$ cat src/tsch_pkg.sv
// ----------------------------------------------------------------------------
// Task scheduler package
// Shared widths, codes and the controller state type.
// ----------------------------------------------------------------------------
`default_nettype none

package tsch_pkg;

    localparam int DEF_TASK_SLOTS = 32;
    localparam int ID_W           = 5;
    localparam int BURST_W        = 16;
    localparam int CNT_W          = 24;
    localparam int ENTRY_W        = BURST_W + 2 * CNT_W;
    localparam int CFG_W          = 8;

    localparam logic [CNT_W-1:0] CNT_MAX   = {CNT_W{1'b1}};
    localparam logic [7:0]       RST_SLICE = 8'd4;

    // Item functions.
    localparam logic [1:0] FN_ARRIVE = 2'd0;
    localparam logic [1:0] FN_TICK   = 2'd1;
    localparam logic [1:0] FN_QUERY  = 2'd2;

    // Scheduling modes.
    localparam logic [1:0] MODE_FCFS = 2'd0;
    localparam logic [1:0] MODE_SRTF = 2'd1;
    localparam logic [1:0] MODE_RR   = 2'd2;

    // Configuration register indexes.
    localparam logic CFG_MODE  = 1'b0;
    localparam logic CFG_SLICE = 1'b1;

    typedef enum logic [2:0] {
        ST_IDLE,
        ST_QRD,
        ST_SCAN,
        ST_UPD,
        ST_DONE
    } t_state;

endpackage

`default_nettype wire

$ cat src/tsch_ram.sv
// ----------------------------------------------------------------------------
// Task table memory
// Single write port, single read port, read data registered.
// ----------------------------------------------------------------------------
`default_nettype none

module tsch_ram #(
    parameter int DEPTH = 32,
    parameter int AW    = 5,
    parameter int DW    = 64
) (
    input  wire logic          i_clk,
    input  wire logic          i_we,
    input  wire logic [AW-1:0] i_waddr,
    input  wire logic [DW-1:0] i_wdata,
    input  wire logic [AW-1:0] i_raddr,
    output logic      [DW-1:0] o_rdata
);

    logic [DW-1:0] r_mem [DEPTH];

    // Write port.
    always_ff @(posedge i_clk) begin
        if (i_we) begin
            r_mem[i_waddr] <= i_wdata;
        end
    end

    // Registered read port.
    always_ff @(posedge i_clk) begin
        o_rdata <= r_mem[i_raddr];
    end

endmodule

`default_nettype wire

$ cat src/task_scheduler_fcfs_srtf_rr.sv
// Arrival, an unknown item and a tick with nothing runnable go from the accepting state to
// the done state, where the result is valid; a query reads the table on the way; busy falls
// in the cycle after the result. A tick runs a selection pass and an update pass over the
// task table, one slot per cycle through its single read port; a round-robin tick that keeps
// the current task skips the selection pass.
// Reset clears control state and loaded flags; items are accepted right after.
// ----------------------------------------------------------------------------
// Task scheduler top level
// Keeps a task table in memory and runs FCFS, shortest remaining or round robin.
// ----------------------------------------------------------------------------
`default_nettype none

module task_scheduler_fcfs_srtf_rr #(
    parameter int TASK_SLOTS = tsch_pkg::DEF_TASK_SLOTS
) (
    input  wire logic                         i_clk,
    input  wire logic                         i_rst_n,
    input  wire logic                         start,
    output logic                              busy,
    input  wire logic [1:0]                   i_func,
    input  wire logic [tsch_pkg::ID_W-1:0]    i_task_id,
    input  wire logic [tsch_pkg::BURST_W-1:0] i_burst_length,
    input  wire logic                         i_cfg_we,
    input  wire logic                         i_cfg_idx,
    input  wire logic [tsch_pkg::CFG_W-1:0]   i_cfg_wdata,
    output logic                              o_valid,
    output logic [tsch_pkg::ID_W-1:0]         o_run_task,
    output logic [tsch_pkg::BURST_W-1:0]      o_burst_left,
    output logic [tsch_pkg::CNT_W-1:0]        o_wait_count,
    output logic [tsch_pkg::CNT_W-1:0]        o_turnaround_count,
    output logic                              o_idle,
    output logic                              o_all_done
);

    import tsch_pkg::*;

    localparam int SW = $clog2(TASK_SLOTS);
    localparam int CW = $clog2(TASK_SLOTS + 1);
    localparam logic [SW-1:0] LAST_SLOT = SW'(TASK_SLOTS - 1);
    localparam logic [CW-1:0] SCAN_LEN  = CW'(TASK_SLOTS);

    t_state r_state, n_state;

    logic [1:0]            r_mode;
    logic [7:0]            r_slice;
    logic [TASK_SLOTS-1:0] r_loaded;
    logic [TASK_SLOTS-1:0] r_runv;
    logic [SW-1:0]         r_cur;
    logic [7:0]            r_su;

    logic [SW-1:0]         r_addr;
    logic [CW-1:0]         r_cnt;
    logic                  r_rd_vld;
    logic [SW-1:0]         r_rd_addr;
    logic [SW-1:0]         r_best;
    logic [BURST_W-1:0]    r_best_burst;
    logic                  r_found;
    logic                  r_qok;

    logic [ID_W-1:0]       r_res_run;
    logic [BURST_W-1:0]    r_res_left;
    logic [CNT_W-1:0]      r_res_wc;
    logic [CNT_W-1:0]      r_res_tc;
    logic                  r_res_idle;

    logic                  ram_we;
    logic [SW-1:0]         ram_waddr;
    logic [ENTRY_W-1:0]    ram_wdata;
    logic [SW-1:0]         ram_raddr;
    logic [ENTRY_W-1:0]    ram_rdata;

    logic                  accept;
    logic                  in_range;
    logic [SW-1:0]         id_slot;
    logic [7:0]            quantum;
    logic                  rr_keep;
    logic                  pass_end;
    logic [SW-1:0]         addr_next;
    logic [SW-1:0]         cur_next;
    logic [BURST_W-1:0]    rd_burst;
    logic [CNT_W-1:0]      rd_wc;
    logic [CNT_W-1:0]      rd_tc;
    logic [BURST_W-1:0]    dec_burst;
    logic [CNT_W-1:0]      inc_wc;
    logic [CNT_W-1:0]      inc_tc;
    logic                  rd_act;
    logic                  rd_is_best;

    tsch_ram #(
        .DEPTH (TASK_SLOTS),
        .AW    (SW),
        .DW    (ENTRY_W)
    ) u_ram (
        .i_clk   (i_clk),
        .i_we    (ram_we),
        .i_waddr (ram_waddr),
        .i_wdata (ram_wdata),
        .i_raddr (ram_raddr),
        .o_rdata (ram_rdata)
    );

    // Decode of the current item and the table read data.
    assign accept     = start && (r_state == ST_IDLE);
    assign in_range   = 32'(i_task_id) < TASK_SLOTS;
    assign id_slot    = SW'(i_task_id);
    assign quantum    = (r_slice == 8'd0) ? 8'd1 : r_slice;
    assign rr_keep    = r_runv[r_cur] && (r_su < quantum);
    assign pass_end   = (r_cnt == SCAN_LEN) && !r_rd_vld;
    assign addr_next  = (r_addr == LAST_SLOT) ? '0 : r_addr + 1'b1;
    assign cur_next   = (r_cur == LAST_SLOT) ? '0 : r_cur + 1'b1;
    assign rd_burst   = ram_rdata[ENTRY_W-1 -: BURST_W];
    assign rd_wc      = ram_rdata[2*CNT_W-1 -: CNT_W];
    assign rd_tc      = ram_rdata[CNT_W-1:0];
    assign dec_burst  = rd_burst - 1'b1;
    assign inc_wc     = (rd_wc == CNT_MAX) ? rd_wc : rd_wc + 1'b1;
    assign inc_tc     = (rd_tc == CNT_MAX) ? rd_tc : rd_tc + 1'b1;
    assign rd_act     = r_runv[r_rd_addr];
    assign rd_is_best = (r_rd_addr == r_best);

    // Next state and table port control.
    always_comb begin
        n_state   = r_state;
        ram_we    = 1'b0;
        ram_waddr = r_rd_addr;
        ram_wdata = {rd_is_best ? dec_burst : rd_burst,
                     rd_is_best ? rd_wc : inc_wc, inc_tc};
        ram_raddr = r_addr;
        case (r_state)
            ST_IDLE: begin
                ram_raddr = id_slot;
                if (accept) begin
                    case (i_func)
                        FN_ARRIVE: begin
                            ram_we    = in_range;
                            ram_waddr = id_slot;
                            ram_wdata = {i_burst_length, {CNT_W{1'b0}}, {CNT_W{1'b0}}};
                            n_state   = ST_DONE;
                        end
                        FN_TICK: begin
                            if (r_runv == '0) begin
                                n_state = ST_DONE;
                            end else if (r_mode == MODE_RR && rr_keep) begin
                                n_state = ST_UPD;
                            end else begin
                                n_state = ST_SCAN;
                            end
                        end
                        FN_QUERY: n_state = ST_QRD;
                        default:  n_state = ST_DONE;
                    endcase
                end
            end
            ST_QRD: n_state = ST_DONE;
            ST_SCAN: begin
                if (pass_end) begin
                    n_state = ST_UPD;
                end
            end
            ST_UPD: begin
                ram_we = r_rd_vld && rd_act;
                if (pass_end) begin
                    n_state = ST_DONE;
                end
            end
            ST_DONE: n_state = ST_IDLE;
            default: n_state = ST_IDLE;
        endcase
    end

    // State register.
    always_ff @(posedge i_clk) begin
        if (!i_rst_n) begin
            r_state <= ST_IDLE;
        end else begin
            r_state <= n_state;
        end
    end

    // Configuration registers.
    always_ff @(posedge i_clk) begin
        if (!i_rst_n) begin
            r_mode  <= MODE_FCFS;
            r_slice <= RST_SLICE;
        end else if (i_cfg_we) begin
            case (i_cfg_idx)
                CFG_MODE:  r_mode  <= i_cfg_wdata[1:0];
                CFG_SLICE: r_slice <= i_cfg_wdata;
                default:   r_slice <= r_slice;
            endcase
        end
    end

    // Control state: slot flags, scheduling position and pass counters.
    always_ff @(posedge i_clk) begin
        if (!i_rst_n) begin
            r_loaded <= '0;
            r_runv   <= '0;
            r_cur    <= '0;
            r_su     <= '0;
            r_addr   <= '0;
            r_cnt    <= '0;
            r_rd_vld <= 1'b0;
        end else begin
            case (r_state)
                ST_IDLE: begin
                    r_cnt    <= '0;
                    r_rd_vld <= 1'b0;
                    r_addr   <= (r_mode == MODE_RR && !rr_keep) ? cur_next : '0;
                    if (accept && i_func == FN_ARRIVE && in_range) begin
                        r_loaded[id_slot] <= 1'b1;
                        r_runv[id_slot]   <= (i_burst_length != '0);
                    end
                end
                ST_SCAN, ST_UPD: begin
                    if (pass_end) begin
                        r_cnt    <= '0;
                        r_addr   <= '0;
                        r_rd_vld <= 1'b0;
                    end else if (r_cnt != SCAN_LEN) begin
                        r_cnt    <= r_cnt + 1'b1;
                        r_addr   <= addr_next;
                        r_rd_vld <= 1'b1;
                    end else begin
                        r_rd_vld <= 1'b0;
                    end
                    if (r_state == ST_UPD && r_rd_vld && rd_is_best) begin
                        r_runv[r_rd_addr] <= (dec_burst != '0);
                    end
                    // Close the tick: new current task and its slice count.
                    if (r_state == ST_UPD && pass_end) begin
                        r_cur <= r_best;
                        r_su  <= (r_best == r_cur && r_mode == MODE_RR && r_su < quantum)
                                 ? r_su + 1'b1 : 8'd1;
                    end
                end
                default: begin
                    r_rd_vld <= 1'b0;
                end
            endcase
        end
    end

    // Selection datapath and result registers.
    always_ff @(posedge i_clk) begin
        r_rd_addr <= r_addr;
        case (r_state)
            ST_IDLE: begin
                r_found    <= 1'b0;
                r_best     <= r_cur;
                r_qok      <= in_range && r_loaded[id_slot];
                r_res_run  <= (i_func == FN_ARRIVE || i_func == FN_QUERY) ? i_task_id : '0;
                r_res_left <= (i_func == FN_ARRIVE && in_range) ? i_burst_length : '0;
                r_res_wc   <= '0;
                r_res_tc   <= '0;
                r_res_idle <= 1'b1;
            end
            ST_QRD: begin
                if (r_qok) begin
                    r_res_left <= rd_burst;
                    r_res_wc   <= rd_wc;
                    r_res_tc   <= rd_tc;
                end
            end
            ST_SCAN: begin
                if (r_rd_vld && rd_act) begin
                    if (!r_found || (r_mode == MODE_SRTF && rd_burst < r_best_burst)) begin
                        r_found      <= 1'b1;
                        r_best       <= r_rd_addr;
                        r_best_burst <= rd_burst;
                    end
                end
            end
            ST_UPD: begin
                if (r_rd_vld && rd_is_best) begin
                    r_res_run  <= ID_W'(r_rd_addr);
                    r_res_left <= rd_burst;
                    r_res_wc   <= rd_wc;
                    r_res_tc   <= rd_tc;
                    r_res_idle <= 1'b0;
                end
            end
            default: begin
                r_found <= r_found;
            end
        endcase
    end

    // Result ports.
    assign busy               = (r_state != ST_IDLE);
    assign o_valid            = (r_state == ST_DONE);
    assign o_run_task         = r_res_run;
    assign o_burst_left       = r_res_left;
    assign o_wait_count       = r_res_wc;
    assign o_turnaround_count = r_res_tc;
    assign o_idle             = r_res_idle;
    assign o_all_done         = (r_runv == '0);

endmodule

`default_nettype wire

$ cat config.mk
export PLATFORM = sky130hd
export DESIGN_NAME = task_scheduler_fcfs_srtf_rr
export DESIGN_NICKNAME = d
export VERILOG_FILES = /design/src/tsch_pkg.sv /design/src/tsch_ram.sv /design/src/task_scheduler_fcfs_srtf_rr.sv
export SDC_FILE = /design/constraint.sdc
export NUM_CORES = 2
export LEC_CHECK = 0
export BUFFER_PORTS_ARGS = -buffer_cell sky130_fd_sc_hd__buf_2
export CORE_UTILIZATION = 46
export CTS_CLUSTER_DIAMETER = 30
export CTS_CLUSTER_SIZE = 25
export DETAILED_ROUTE_END_ITERATION = 8
export PLACE_DENSITY = 0.58
export SLEW_MARGIN = 10
export SYNTH_ARGS = -nofsm -noshare
export SYNTH_HDL_FRONTEND = slang
export SYNTH_HIERARCHICAL = 1
export SYNTH_SLANG_ARGS = --single-unit
$ cat constraint.sdc
create_clock -name i_clk -period 9.6 [get_ports i_clk]
set_input_delay 1.92 -clock i_clk [delete_from_list [all_inputs] [get_ports i_clk]]
set_output_delay 1.92 -clock i_clk [all_outputs]
set_load 0.01 [all_outputs]
Word level (Yosys, flattened, before mapping)
Memories as Yosys holds them, arrays and structs flattened. A register that Yosys moved wholly into a read port is not among the register bits.
Index checks and enable logic that the tools add are counted.
Word-level totals
  RAM bits: 2048
  logic and storage cells: 181
  bits of input ports: 36
  output and inout port bits: 73
  memories kept: 1
  register bits after elaboration: 200
Cells by class
  bitwise logic cells: 4
  multiplexer cells: 71
  reductions and logical operators: 45
  equality and inequality tests: 26
  order comparisons: 7
  $add $sub $neg: 7
Memory list
  u_ram.r_mem: words 32, bits a word 64, rd ports 1, clocked after Yosys merged registers in 1, wr ports 1, RTL line tsch_ram.sv:20  | logic [DW-1:0] r_mem [DEPTH];
Operators by type and width (number)
  64-bit 2-to-1 mux: 3
  24-bit 2-to-1 mux: 7
  24-bit case mux with 3 select lines: 2
  5-bit 2-to-1 mux: 13
  32-bit bitwise mux: 2
  16-bit 2-to-1 mux: 4
  32-bit 2-to-1 mux: 2
  32-bit case mux with 2 select lines: 1
  24-bit by 1-bit adder with 24-bit output, second input constant: 2
  24-bit equality test, second input constant: 2
  16-bit case mux with 3 select lines: 1
  32-bit logical NOT: 1
  32-bit OR: 1
  16-bit nonzero test: 2
  5-bit case mux with 2 select lines: 3
  5-bit by 6-bit < comparator with 1-bit output, second input constant: 3
  1-bit logical AND: 16
  16-bit < comparator: 1
  8-bit 2-to-1 mux: 2
  16-bit by 1-bit subtractor with 16-bit output, second input constant: 1
  1-bit binary-select mux with 5-bit select: 3
  3-bit AND reduction: 5
  1-bit 2-to-1 mux: 14
  2-bit inequality test, second input constant: 7
  34 further kinds: 62

Longest topological paths before layout
  depth after elaboration: 10
  depth in mapped cells: 15
  depth with buffers taken out: 8

Hierarchy
Netlist, hierarchy kept.
By module, submodules not included
  tsch_ram: instances 1, area each 78964.5 um^2, cells each 3096, seq. area each 62780.2 um^2
  task_scheduler_fcfs_srtf_rr: instances 1, area each 12497.0 um^2, cells each 1418, seq. area each 4934.7 um^2

Least setup slack after synthesis
Ideal clock, no wire load.
  path kind: input -> register
  start: in i_func[0]
  end: mem u_ram.r_mem[17][0] (enable)
  data arrival time: 6765 ps
  data required time: 9113 ps
  buffers on the path: 4
  stages on the path: 11
  setup time: 487 ps
  slack: 2349 ps
  cell sequence: inv_1 ha_1 clkbuf_1 and3_1 clkbuf_1 buf_2 clkbuf_1 nand2_1 nand2_1 or3b_2 nor2_1
On the way
  elaborated cells between the ends (all ways): 9
  those cells by class: 8 x mux; 1 x reduce/logical
RTL lines
  start, declared: RTL line task_scheduler_fcfs_srtf_rr.sv:20  | input wire logic [1:0] i_func,
  2-bit logical NOT: RTL line task_scheduler_fcfs_srtf_rr.sv:132  | case (i_func)
  5-bit 2-to-1 mux: RTL line task_scheduler_fcfs_srtf_rr.sv:132
  5-bit 2-to-1 mux: RTL line task_scheduler_fcfs_srtf_rr.sv:131  | if (accept) begin
  5-bit 2-to-1 mux: RTL line task_scheduler_fcfs_srtf_rr.sv:128  | case (r_state)
  net ram_waddr[4]: RTL line task_scheduler_fcfs_srtf_rr.sv:67  | logic [SW-1:0] ram_waddr;
  end, declared: RTL line tsch_ram.sv:20
The timed path passes the listed nets, and every way through them passes these cells.

Final worst setup path
  start: in i_func[0]
  end: mem u_ram.r_mem[31][1] (enable)
Same word-level chain as after synthesis.

==> reports/results.ini <==
[detailed_routing]
wl_met1_mm=101
ant_nets=0
routed_via_density=5.97
wl_met2_mm=117
route.detailed.drc=0
wl_per_cell_um=30.0
drt_iter0_drc=5197
num_vias=47800
dr.pass1.iters=5
dr_wl_met3_mm=17.4
top_layer=met4
wl_mm=240

[placed_design]
port_buffers=108
place_inst=7156
gp_congestion=0.851
dp_hpwl_mm=126

[die]
ios=109
initial_utilization_pct=46.3
die_h_um=448
coreArea_um2=197000
die_x_um=448
num_rows=163
die-area_um2=201000

[timing]
fmax_mhz=171
worst_pin_slew_ns=1.22
hold_violations=0
finalCritPeriodShare_pct=61.0
relSlewSlack_pct=18.6
maxSlewViolCount=0
period_needed_ns=5.86
skew_ns=0.0793
final-setup-viol-count=0
finalSetupTns_ns=0
rsz0062_at_grt=no

[cells_and_area]
layout-drive-gt1-share_pct=33.7
utilization_pct=56.7
final_cells=8006
syn_to_final_growth_pct=22.5
nets=5054

[yosys]
synthMuxAreaShare_pct=16.8
async_flop_share_pct=0
ys.flop_type=edfxtp_1
synthCells=4514
synth_edf_count=2141
synthDistinctLibCells=76
synthAdderAreaFrac_pct=0.492
synthesis.nets=4586
synth_top_area_cell=edfxtp_1
netlist_area_um2=91500
synth_top_family_by_area=multiplexers
synth-compound-area-share_pct=2.65
syn_avg_cell_area_um2=20.3
synth_largest_type_area_fraction_pct=70.3
yosys.area_share.simple_pct=3.76
synth_xor_area_share_pct=0.747
synth_seq_area_share_pct=74.0
yosys-top-cells-area=edfxtp_1 (70%), mux4_2 (15%), dfxtp_1 (3.7%)
ys_ff_latch=2312
ys_warn_count=6

[clock_network]
cts_tree=done
cts_made_buffers=464
path_clk_slew_ns=0.04
post_cts_buffers=0
cts_root_buf=clkbuf_16
holdBufCountCts=0
ctsResizeCount=0
htree_num_levels=5
clock_sink_count=2312
clockBufferDepth=4
clock_latency_ns=0.98

[power_and_ir_drop]
power_per_cell_area_nw_per_um2=275
peakVddDrop_mv=0.198
leakagePower_uw=0.0366
fin_total_pwr_uw=30800

[critical_path]
cp-end-kind=flip-flop
r2r_cells=8
startpoint_type=input pin
critPathKind=input pin to flip-flop
worstPathArrival_ns=6.40
ff2ff_setup_slack_ns=4.63
cp.required_ns=10.14
crit_path_max_fanout=61
r2r_end=u_ram/r_mem[31][1]
reg2reg_from=r_rd_addr[1]

[global_route]
grt_pass1_wl_mm=347
antenna_found_initial=3
grt_pass1_vias=49000
grt_max_degree=105
grtUsageTotal_pct=24.1
grt-ovfl-total=0

[status]
outcome=completed

[min_path]
holdCritPathClass=flip-flop to flip-flop
whs_endpoint=r_rd_addr[4]
min_from=r_addr[4]
hold_depth=0

[run]
cap_viol_max_count=0

[worst max-delay path, cell delays in order]
cell and delay [ns]:
buf_2 0.11, inv_1 0.17, ha_1 0.61, and3_4 0.85, nand2_1 0.15, nand2_1 0.16, nand3_1 0.61, nor2_4 1.12
buf_4 0.64
[cell usage after synthesis, types with 32 or more instances]
library cell / count
inv_1: 53
ha_1: 36
a32o_1: 32
mux4_2: 626
and2_1: 58
o22ai_1: 43
nand2_1: 172
xor2_1: 43
mux2_2: 74
dfxtp_1: 171
mux2i_1: 44
xnor2_1: 35
a21oi_1: 41
nor2_1: 198
clkbuf_1: 131
edfxtp_1: 2141
buf_2: 77
nand3_1: 49
o21ai_0: 79
[registers in the layout, indices dropped and copies added (netlist names), 3 cells and up]
register	flops
u_ram/r_mem	2048
u_ram/o_rdata	64
r_loaded	32
r_runv	32
o_turnaround_count	24
o_wait_count	24
o_burst_left	16
r_best_burst	16
r_slice	8
r_su	8
r_cnt	6
o_run_task	5
r_addr	5
r_best	5
r_cur	5
r_rd_addr	5
r_state	3
[metal layers]
layer | vias up | global-route usage [%]
met4 | 0 | 6.44
met5 | - | 0
met2 | 2040 | 38.6
met1 | 25600 | 33.9
met3 | 338 | 4.83
li1 | 19800 | -
[final cells by class]
cell class | instances | area (um2)
Tap cell | 2640 | 3300
Clock buffer | 521 | 12000
Multi-Input combinational cell | 1889 | 22800
Timing Repair Buffer | 260 | 2020
Antenna cell | 2 | 5.00
Sequential cell | 2312 | 67700
Clock inverter | 327 | 3980
Fill cell | 14700 | 85400
Inverter | 55 | 206
[cell usage in the layout (no fill, tap or decap), types with 28 or more instances in the layout]
cell	n
edfxtp_1	2141
mux4_2	626
clkbuf_16	468
dfxtp_1	171
nand2_1	167
nor2_1	162
buf_4	125
buf_2	108
clkinv_2	80
bufinv_16	79
mux2_2	74
o21ai_0	68
and2_1	58
clkinvlp_4	55
inv_1	53
clkinv_1	49
nand3_1	48
clkbuf_1	45
xor2_1	43
o22ai_1	43
mux2i_1	42
a21oi_1	38
ha_1	36
xnor2_1	35
nor2_4	34
a32o_1	32
clkinv_4	32
nand4_1	28
[report_power, final]
group | switching [uW] | leakage, uW | internal, uW
logic | 1590 | 0.00809 | 860
clock network | 5210 | 0.00769 | 11000
registers | 220 | 0.0209 | 11900
total | 7020 | 0.0366 | 23800
[how the worst max path moves through the flow]
stage	from	to	slack, ns	cells past startpoint
finish	i_func[0]	u_ram/r_mem[31][1]	3.74	9
global route	i_func[0]	u_ram/r_mem[31][1]	3.50	9
CTS	i_func[0]	u_ram/r_mem[31][1]	3.84	9
detailed placement	i_func[0]	u_ram/r_mem[31][7]	2.83	9
global placement	i_func[0]	u_ram/r_mem[5][47]	2.93	9
floorplan	i_func[0]	u_ram/r_mem[17][0]	2.35	11
[kinds of logic (layout without fill, tap and decap cells)]
kind of cell               count (synthesis)  after routing
buffers and inverters                    313           1163
adders and majority gates                 36             36
AOI/OAI and AO/OA                        348            348
and+or+nand+nor                          683            683
muxes                                    744            744
DFF                                     2312           2312
xor gates and xnor gates                  78             78
other                                      0              2
[stage by stage]
| stage | instance area [um2] | hold WS [ns] | worst slack, ns |
|---|---|---|---|
| 3_3_place_gp | 96000 | 0.405 | 2.93 |
| 5_1_grt | 112000 | 0.406 | 3.50 |
| 3_5_place_dp | 96000 | 0.384 | 2.83 |
| 6_report | 112000 | 0.399 | 3.74 |
| 4_1_cts | 112000 | 0.397 | 3.84 |
| 2_1_floorplan | 91500 | 0.365 | 2.35 |
Power figures use the tool's default switching activity.
